--- src/rtl/usr_pkg.sv ---
// Shared constants and the distance conversion for the ultrasonic ranger.
package usr_pkg;

  localparam int TICK_W      = 20;
  localparam int DIST_W      = 15;
  localparam int STAT_W      = 2;
  localparam int CFG_IDX_W   = 3;
  localparam int CFG_DATA_W  = 20;
  localparam int IN_TDATA_W  = 8;
  localparam int OUT_TDATA_W = 56;
  // trig x3, dist x3, stat x3, plus round_done carried alongside
  localparam int RES_W       = 3 + 3 * DIST_W + 3 * STAT_W;
  localparam int BEAT_W      = RES_W + 1;

  localparam int DEFAULT_DIST_CM = 400;
  localparam logic [DIST_W-1:0] DIST_DEFAULT  = DIST_W'(DEFAULT_DIST_CM * 16);
  localparam logic [DIST_W-1:0] DIST_NO_START = DIST_W'(401 * 16);
  localparam logic [DIST_W-1:0] DIST_TOO_LONG = DIST_W'(402 * 16);

  localparam logic [STAT_W-1:0] STAT_OK       = 2'd0;
  localparam logic [STAT_W-1:0] STAT_NO_START = 2'd1;
  localparam logic [STAT_W-1:0] STAT_TOO_LONG = 2'd2;

  localparam logic [CFG_IDX_W-1:0] REG_PRE_LOW    = 3'd0;
  localparam logic [CFG_IDX_W-1:0] REG_TRIG_WIDTH = 3'd1;
  localparam logic [CFG_IDX_W-1:0] REG_START_TO   = 3'd2;
  localparam logic [CFG_IDX_W-1:0] REG_ECHO_TO    = 3'd3;
  localparam logic [CFG_IDX_W-1:0] REG_GAP        = 3'd4;

  localparam logic [1:0] SEL_LEFT   = 2'd0;
  localparam logic [1:0] SEL_CENTER = 2'd1;
  localparam logic [1:0] SEL_RIGHT  = 2'd2;

  // ticks * 0.01715 cm in Q.4 == (ticks * 281) >> 10
  function automatic logic [DIST_W-1:0] ticks_to_q4(input logic [TICK_W-1:0] ticks);
    logic [TICK_W+8:0] prod;
    prod = {9'd0, ticks} * 29'd281;
    return prod[DIST_W+9:10];
  endfunction

endpackage

--- src/rtl/ultrasonic_three_sensor_ranger_unit.sv ---
// Top level of the three-sensor ultrasonic ranger: sequencer, result store, stream ports.
//
//  port group   dir  payload                                      beat meaning
//  s_axis       in   tdata[2:0] echo left/center/right            one microsecond tick
//  m_axis       out  tdata trig/dist/stat, tlast round_done       one result per tick
//  cfg          in   cfg_index, cfg_data                          one register write
//
// The sequencer state is updated from each accepted beat and the result is registered
// in the same cycle; the next tick can follow at once.
// A two-entry output register (result plus skid) keeps input taken while m_tready is low;
// s_tready drops only once both entries hold a result.
// rst (synchronous) restores the register defaults, puts the left sensor in pre-low
// and loads 400 cm, status ok into all stored and published results.
module ultrasonic_three_sensor_ranger_unit (
  input  logic                                clk,
  input  logic                                rst,
  input  logic                                s_tvalid,
  output logic                                s_tready,
  input  logic [usr_pkg::IN_TDATA_W-1:0]      s_tdata,   // [0] left echo [1] center echo
                                                         // [2] right echo [7:3] zero
  output logic                                m_tvalid,
  input  logic                                m_tready,
  output logic [usr_pkg::OUT_TDATA_W-1:0]     m_tdata,   // [0] left trigger
                                                         // [1] center trigger
                                                         // [2] right trigger
                                                         // [17:3] dist_left
                                                         // [32:18] dist_center
                                                         // [47:33] dist_right
                                                         // [49:48] stat_left [51:50] stat_center
                                                         // [53:52] stat_right [55:54] zero
  output logic                                m_tlast,   // round_done
  input  logic                                cfg_valid,
  output logic                                cfg_ready,
  input  logic [usr_pkg::CFG_IDX_W-1:0]       cfg_index,
  input  logic [usr_pkg::CFG_DATA_W-1:0]      cfg_data
);
  import usr_pkg::*;

  typedef enum logic [2:0] {
    PH_PRE_LOW = 3'd0,
    PH_TRIG    = 3'd1,
    PH_WAIT    = 3'd2,
    PH_MEAS    = 3'd3,
    PH_GAP     = 3'd4
  } phase_t;

  logic [7:0]  pre_low_us;
  logic [7:0]  trigger_width_us;
  logic [15:0] start_timeout_us;
  logic [15:0] echo_max_us;
  logic [19:0] gap_us;

  phase_t              phase, phase_next;
  logic [1:0]          sensor_sel, sensor_sel_next;
  logic [TICK_W-1:0]   tick_count, tick_count_next;
  logic [DIST_W-1:0]   round_dist [3];
  logic [STAT_W-1:0]   round_stat [3];
  logic [DIST_W-1:0]   pub_dist [3];
  logic [STAT_W-1:0]   pub_stat [3];
  logic [DIST_W-1:0]   round_dist_next [3];
  logic [STAT_W-1:0]   round_stat_next [3];
  logic [DIST_W-1:0]   pub_dist_next [3];
  logic [STAT_W-1:0]   pub_stat_next [3];

  logic                accept;
  logic                done;
  logic [2:0]          trig;
  logic                echo;
  logic [7:0]          width;
  logic [TICK_W-1:0]   n;
  logic                rec;
  logic [DIST_W-1:0]   rec_dist;
  logic [STAT_W-1:0]   rec_stat;
  logic [BEAT_W-1:0]   res_beat;
  logic [BEAT_W-1:0]   out_beat;

  assign cfg_ready = 1'b1;
  assign accept    = s_tvalid && s_tready;

  always_comb begin
    phase_next      = phase;
    sensor_sel_next = sensor_sel;
    tick_count_next = tick_count;
    round_dist_next = round_dist;
    round_stat_next = round_stat;
    pub_dist_next   = pub_dist;
    pub_stat_next   = pub_stat;
    done            = 1'b0;
    rec             = 1'b0;
    rec_dist        = DIST_DEFAULT;
    rec_stat        = STAT_OK;
    n               = tick_count + 20'd1;
    width           = (trigger_width_us == 8'd0) ? 8'd1 : trigger_width_us;

    // leave finished gap, pre-low and trigger phases at the start of the tick
    if (phase_next == PH_GAP && tick_count_next >= gap_us) begin
      if (sensor_sel_next == SEL_RIGHT) begin
        pub_dist_next   = round_dist;
        pub_stat_next   = round_stat;
        done            = 1'b1;
        sensor_sel_next = SEL_LEFT;
      end else begin
        sensor_sel_next = sensor_sel_next + 2'd1;
      end
      phase_next      = PH_PRE_LOW;
      tick_count_next = '0;
    end
    if (phase_next == PH_PRE_LOW && tick_count_next >= {12'd0, pre_low_us}) begin
      phase_next      = PH_TRIG;
      tick_count_next = '0;
    end
    if (phase_next == PH_TRIG && tick_count_next >= {12'd0, width}) begin
      phase_next      = PH_WAIT;
      tick_count_next = '0;
    end

    trig = 3'b000;
    if (phase_next == PH_TRIG) trig[sensor_sel_next] = 1'b1;

    unique case (sensor_sel_next)
      SEL_CENTER: echo = s_tdata[1];
      SEL_RIGHT:  echo = s_tdata[2];
      default:    echo = s_tdata[0];
    endcase

    unique case (phase_next)
      PH_PRE_LOW, PH_TRIG, PH_GAP: begin
        tick_count_next = tick_count_next + 20'd1;
      end
      PH_WAIT: begin
        if (echo) begin
          if (echo_max_us == 16'd0) begin
            rec      = 1'b1;
            rec_dist = DIST_TOO_LONG;
            rec_stat = STAT_TOO_LONG;
          end else begin
            phase_next      = PH_MEAS;
            tick_count_next = 20'd1;
          end
        end else begin
          tick_count_next = tick_count_next + 20'd1;
          if (tick_count_next > {4'd0, start_timeout_us}) begin
            rec      = 1'b1;
            rec_dist = DIST_NO_START;
            rec_stat = STAT_NO_START;
          end
        end
      end
      PH_MEAS: begin
        if (echo) begin
          if (n > {4'd0, echo_max_us}) begin
            rec      = 1'b1;
            rec_dist = DIST_TOO_LONG;
            rec_stat = STAT_TOO_LONG;
          end else begin
            tick_count_next = n;
          end
        end else begin
          rec      = 1'b1;
          rec_dist = ticks_to_q4(tick_count_next);
          rec_stat = STAT_OK;
        end
      end
      default: begin
        phase_next      = PH_PRE_LOW;
        tick_count_next = '0;
      end
    endcase

    if (rec) begin
      round_dist_next[sensor_sel_next] = rec_dist;
      round_stat_next[sensor_sel_next] = rec_stat;
      phase_next      = PH_GAP;
      tick_count_next = '0;
    end

    res_beat = {done, pub_stat_next[2], pub_stat_next[1], pub_stat_next[0],
                pub_dist_next[2], pub_dist_next[1], pub_dist_next[0], trig};
  end

  always_ff @(posedge clk) begin
    if (rst) begin
      pre_low_us       <= 8'd2;
      trigger_width_us <= 8'd10;
      start_timeout_us <= 16'd15000;
      echo_max_us      <= 16'd30000;
      gap_us           <= 20'd20000;
      phase            <= PH_PRE_LOW;
      sensor_sel       <= SEL_LEFT;
      tick_count       <= '0;
      for (int i = 0; i < 3; i++) begin
        round_dist[i] <= DIST_DEFAULT;
        round_stat[i] <= STAT_OK;
        pub_dist[i]   <= DIST_DEFAULT;
        pub_stat[i]   <= STAT_OK;
      end
    end else begin
      if (cfg_valid && cfg_ready) begin
        unique case (cfg_index)
          REG_PRE_LOW:    pre_low_us       <= cfg_data[7:0];
          REG_TRIG_WIDTH: trigger_width_us <= cfg_data[7:0];
          REG_START_TO:   start_timeout_us <= cfg_data[15:0];
          REG_ECHO_TO:    echo_max_us      <= cfg_data[15:0];
          REG_GAP:        gap_us           <= cfg_data;
          default: ;  // drop writes beyond the register list
        endcase
      end
      if (accept) begin
        phase      <= phase_next;
        sensor_sel <= sensor_sel_next;
        tick_count <= tick_count_next;
        round_dist <= round_dist_next;
        round_stat <= round_stat_next;
        pub_dist   <= pub_dist_next;
        pub_stat   <= pub_stat_next;
      end
    end
  end

  usr_skid u_skid (
    .clk       (clk),
    .rst       (rst),
    .in_valid  (s_tvalid),
    .in_ready  (s_tready),
    .in_data   (res_beat),
    .out_valid (m_tvalid),
    .out_ready (m_tready),
    .out_data  (out_beat)
  );

  assign m_tdata = {2'b00, out_beat[RES_W-1:0]};
  assign m_tlast = out_beat[RES_W];

  a_trig_onehot: assert property (@(posedge clk) disable iff (rst)
    m_tvalid |-> $onehot0(m_tdata[2:0]))
    else $error("more than one trigger driven");

  a_stat_legal: assert property (@(posedge clk) disable iff (rst)
    m_tvalid |-> m_tdata[49:48] != 2'd3 && m_tdata[51:50] != 2'd3 && m_tdata[53:52] != 2'd3)
    else $error("illegal status code");

  a_done_wraps: assert property (@(posedge clk) disable iff (rst)
    accept && done |=> sensor_sel == SEL_LEFT && phase != PH_GAP)
    else $error("round end did not restart on the left sensor");

  a_sel_range: assert property (@(posedge clk) disable iff (rst)
    sensor_sel != 2'd3)
    else $error("sensor select out of range");

  a_echo_count_bound: assert property (@(posedge clk) disable iff (rst)
    (phase == PH_WAIT || phase == PH_MEAS) |-> tick_count[TICK_W-1:17] == '0)
    else $error("echo tick count beyond timeout range");

endmodule

--- src/rtl/usr_skid.sv ---
// Output register with a skid stage for the ranger result stream.
module usr_skid (
  input  logic                       clk,
  input  logic                       rst,
  input  logic                       in_valid,
  output logic                       in_ready,
  input  logic [usr_pkg::BEAT_W-1:0] in_data,
  output logic                       out_valid,
  input  logic                       out_ready,
  output logic [usr_pkg::BEAT_W-1:0] out_data
);
  import usr_pkg::*;

  logic              skid_valid;
  logic [BEAT_W-1:0] skid_data;

  assign in_ready = !skid_valid;

  always_ff @(posedge clk) begin
    if (rst) begin
      out_valid  <= 1'b0;
      skid_valid <= 1'b0;
    end else if (out_ready || !out_valid) begin
      if (skid_valid) begin
        out_data   <= skid_data;
        out_valid  <= 1'b1;
        skid_valid <= 1'b0;
      end else begin
        out_valid <= in_valid;
        if (in_valid) out_data <= in_data;
      end
    end else if (in_valid && in_ready) begin
      // output stalled: park the beat
      skid_data  <= in_data;
      skid_valid <= 1'b1;
    end
  end

  a_skid_only_when_stalled: assert property (@(posedge clk) disable iff (rst)
    $rose(skid_valid) |-> $past(out_valid) && !$past(out_ready))
    else $error("skid filled while output was free");

endmodule
--- config.mk ---
export PLATFORM = sky130hd
export DESIGN_NAME = ultrasonic_three_sensor_ranger_unit
export DESIGN_NICKNAME = d
export VERILOG_FILES = /design/src/rtl/usr_pkg.sv /design/src/rtl/ultrasonic_three_sensor_ranger_unit.sv /design/src/rtl/usr_skid.sv
export SDC_FILE = /design/constraint.sdc
export NUM_CORES = 1
export LEC_CHECK = 0
export BUFFER_PORTS_ARGS = -buffer_cell sky130_fd_sc_hd__buf_2
export CAP_MARGIN = 20
export CORE_ASPECT_RATIO = 0.6
export CORE_UTILIZATION = 67
export DETAILED_ROUTE_END_ITERATION = 7
export PLACE_DENSITY = 0.88
export SLEW_MARGIN = 20
export SYNTH_ARGS = -nofsm -noshare
export SYNTH_HDL_FRONTEND = slang
export SYNTH_SLANG_ARGS = --single-unit
--- constraint.sdc ---
create_clock -name clk -period 15.56 [get_ports clk]
set_input_delay 0 -clock clk [delete_from_list [all_inputs] [get_ports clk]]
set_output_delay 0 -clock clk [all_outputs]
set_load 0.02 [all_outputs]
==> results.txt <==
Counting instances, the worst hold path has a depth of 4. The fraction of layout cells with a size suffix above 1 came out at 0.157. For this run, design rule violations remaining after detail routing come to 1. The final-layout fill cell count is around 1.7k.

The final reports fail on DRC. The post-synthesis register bit count came out at between 300 and 400. The endpoint identified for the worst register-to-register timing path is round_dist[14].

The clock arrives with between 15 and 20 ps of skew. The cell count after synthesis is ~1.9k. VDD sags by at most about 0.070 mV. The mean number of vias per cell came out at 6.24. The detailed router placed 14.4k vias in this run. For this design the top-level I/O count stands at 96. Based on the critical path, the design can be clocked at up to ~86 MHz.

The number of nets in the layout came out at 2144. Each instance of the synthesized netlist takes up on average 9.68 sq um. The cell area after technology mapping came out at 0.0181 sq mm. The aggregate global-route resource usage is 0.341. The clock tree root driver cell is sky130_fd_sc_hd__clkbuf_16.

The final standard cell area without fillers is between 0.015 and 0.02 sq mm. The die span in x came out at around 210 um. The static leakage power is roughly 8.5 nW. The starting density of the core is 0.684. The first detailed-routing pass took 8 iterations. The number of sinks on the clock net is 307. Measured along the y axis, the die boundary spans ~130 um. The number of warning messages in the yosys log is 0. In the final routed layout, each cell accounts on average for about 20 um. On the worst path, the slowest cell contributes a delay of around 740 ps. The path depth of the worst reg2reg path is 39. STA classifies the critical path startpoint as a flop. The wire length of the first global-routing pass is 74.3 mm. The launching element of the worst setup path is tick_count[0].

The half-perimeter wire length after detailed placement is around 34 mm. The total overflow left after global routing is 0. The clock edge transition at the registers on the reported setup and hold paths came out at roughly 70 ps.

The area after detailed placement came out at 0.0186 sq mm. In this run the tool buffered the top-level ports with 87 buffer cells. In this run the worst setup path terminates at round_dist[14]. TritonCTS built the clock tree. The number of rows created at floorplan came out at 46. The maximum level of the CTS H-tree is 1. The clock period could shrink to 11650 ps. The die covers 0.0276 sq mm.

The count of final hold-check violations came out at 0. Among all flip-flop cells after synthesis, the most frequent one is sky130_fd_sc_hd__dfxtp_1. The number of global-route vias before repair is 13.8k. The later pin in the worst-skew pair is clocked with a latency of 560 ps. The share of the Yosys chip area taken by registers is 0.401. The number of flops mapped to enable cells by yosys is between 100 and 150.

The final antenna diode count came out at 0. Among the stages of the critical path, the cell type that occurs most often is sky130_fd_sc_hd__ha_1. The number of antenna violations at the first check in global routing came out at 1. The maximum number of pins on one net before global-route repair came out at about 100. For this design the ratio of total power to cell area is ~89 mW/mm^2. The number of CTS-inserted buffers came out at 27. At the end of routability-driven placement, the weighted congestion stood at between 1 and 1.5. The share of the clock period used by the worst path is 0.749. The total wire length is about 47 mm. The max-slew violation count was 0.

The share of async-settable or async-resettable flops after synthesis is 0. The number of max-cap violations came out at 0. The arrival time reported for the critical path endpoint came out at around 12000 ps. In this run the worst hold path is classified as input pin to flop. At the pin with the least slew margin, the transition time is between 1000 and 1500 ps. The worst setup path is of the flop to flop kind. The type of element capturing the critical path is a flop. The worst pin sits at a relative slew slack of 0.225. The number of DRC markers after the initial detailed-route iteration came out at between 1.5k and 2k. The number of routed nets with antenna violations is 0.

The area growth from synthesis to layout is 9.42%. Setup slack on the worst reg-to-reg path comes out at 3910 ps. Of all nets on the critical path, the largest fanout is 23. In this run the critical register-to-register path is launched from tick_count[0]. The required arrival time at the worst endpoint is 15960 ps. The final sum of negative setup slack came out at 0 ps. The maximum count of clock buffers along a single path is 3.

The flow ran to the end, but the final reports show violations. The area of the core came out at around 0.026 sq mm. The number of buffers added for setup after CTS is 0.

The post-synthesis cell type count is 107. The highest-delay cell along the critical path is sky130_fd_sc_hd__a211oi_1. The final-report setup violation count is 0. Setup repair after global routing left no endpoint under its margin.
==> worst max-delay path: cells and delay by family (launching register included) <==
kind            cells  cell delay [ps]
compound gates     17             5320
simple gates        8             1980
fa+ha+maj           8             2760
mux                 1              160
flops               1              550
buf+inv             5              660
==> cells in the mapped netlist (all sizes together) (8+ instances only) <==
master	instances	area, sq um
mux2	105	1180
nand3b	32	244
nand2b	47	302
and3	13	87.6
nand4	20	138
dfxtp	197	3940
o31ai	10	88.8
a21oi	93	510
mux2i	47	470
nand3	30	155
ha	149	1860
o211ai	8	73.8
xnor2	21	184
a21o	9	67.6
edfxtp	110	3300
buf	30	241
nor4	14	103
nand2	222	838
inv	178	671
nor3	65	342
and2	11	71.3
nor2	154	586
clkbuf	59	251
a31oi	16	100
or3	8	50.1
a22o	26	228
o21ai	32	171
fa	30	601
xor2	16	140
==> registers in the layout (all words and copies together), names as in the netlist <==
register           cells
pre_low_us             8
gap_us                20
trigger_width_us       8
echo_max_us           16
u_skid.skid_valid      1
pub_stat               6
round_dist            45
start_timeout_us      16
u_skid.out_valid       1
tick_count            20
round_stat             6
pub_dist              45
phase                  3
u_skid.out_data       55
u_skid.skid_data      55
sensor_sel             2
==> power by group <==
part	internal [mW]	total [mW]	switching, mW
combinational	0.0613	0.166	0.105
clock	0.409	0.726	0.317
sequential	0.858	0.871	0.0132
total	1.33	1.76	0.436
==> metal layers <==
metal / vias to the layer above / GRT usage / share of wire
li1: 6612 / - / -
met1: 6954 / 0.485 / 0.44
met2: 756 / 0.510 / 0.42
met3: 89 / 0.111 / 0.13
met4: 2 / 0.0656 / 0.018
met5: - / 0 / 0.00015
==> how the worst min path moves through the flow <==
stage | start | endpoint | slack, ps
floorplan | cfg_data[1] | pre_low_us[1] | 120
global route | cfg_index[1] | trigger_width_us[3] | 30
CTS | cfg_index[1] | trigger_width_us[1] | 80
finish | cfg_index[1] | trigger_width_us[3] | 8
detailed placement | cfg_data[16] | gap_us[16] | 260
global placement | cfg_data[19] | gap_us[19] | 240
==> placed cells by master, fill, tap and decap left out, types with 23 or more instances in the layout <==
cell type and n:
sky130_fd_sc_hd__edfxtp_1 110, sky130_fd_sc_hd__buf_2 86, sky130_fd_sc_hd__nor2_1 151, sky130_fd_sc_hd__clkbuf_16 28
sky130_fd_sc_hd__a22o_1 26, sky130_fd_sc_hd__dfxtp_1 197, sky130_fd_sc_hd__nand3_1 29, sky130_fd_sc_hd__mux2i_1 47
sky130_fd_sc_hd__ha_1 149, sky130_fd_sc_hd__nand2_1 218, sky130_fd_sc_hd__dlygate4sd3_1 23, sky130_fd_sc_hd__inv_1 176
sky130_fd_sc_hd__nor3_1 62, sky130_fd_sc_hd__fa_1 30, sky130_fd_sc_hd__a21oi_1 89, sky130_fd_sc_hd__nand2b_1 46
sky130_fd_sc_hd__mux2_2 105, sky130_fd_sc_hd__o21ai_0 26, sky130_fd_sc_hd__nand3b_1 31
==> stage by stage <==
| stage | std cells | worst slack, ps | util | hold slack (ps) | total power, mW |
|---|---|---|---|---|---|
| after global placement | 2236 | 4700 | 0.703 | 243 | 1.04 |
| after global routing | 2310 | 3480 | 0.748 | 32.4 | 1.81 |
| final | 2310 | 3910 | 0.748 | 7.73 | 1.76 |
| after detailed placement | 2236 | 4480 | 0.703 | 257 | 1.04 |
| after floorplan | 1867 | 6200 | - | 118 | 0.999 |
| after CTS | 2309 | 4380 | 0.748 | 83.1 | 1.76 |
==> layout make-up <==
class                   count  area [sq um]  area share
clock buffers              32           736      0.0372
clock inverters            18           218      0.0110
inverters                 179           674      0.0341
multi-input cells        1292          9680       0.490
flip-flops and latches    307          7250       0.367
well taps                 360           450      0.0228
repair buffers            122           758      0.0384
==> logic make-up after synthesis <==
group / after synthesis / synth area share
other: 2 / 0.000416
AND/OR/NAND/NOR: 647 / 0.175
buffers and inverters: 268 / 0.0646
multiplexers: 152 / 0.0915
flip-flops: 307 / 0.401
adder cells (fa/ha/maj): 179 / 0.136
XOR/XNOR: 37 / 0.0179
AO/OA/AOI/OAI: 274 / 0.113
==> repair_timing <==
action,CTS,global route
resized for setup,0,0
hold buffers,23,0
hold endpoints to repair,70,0
(Power assumes the default switching activity.)
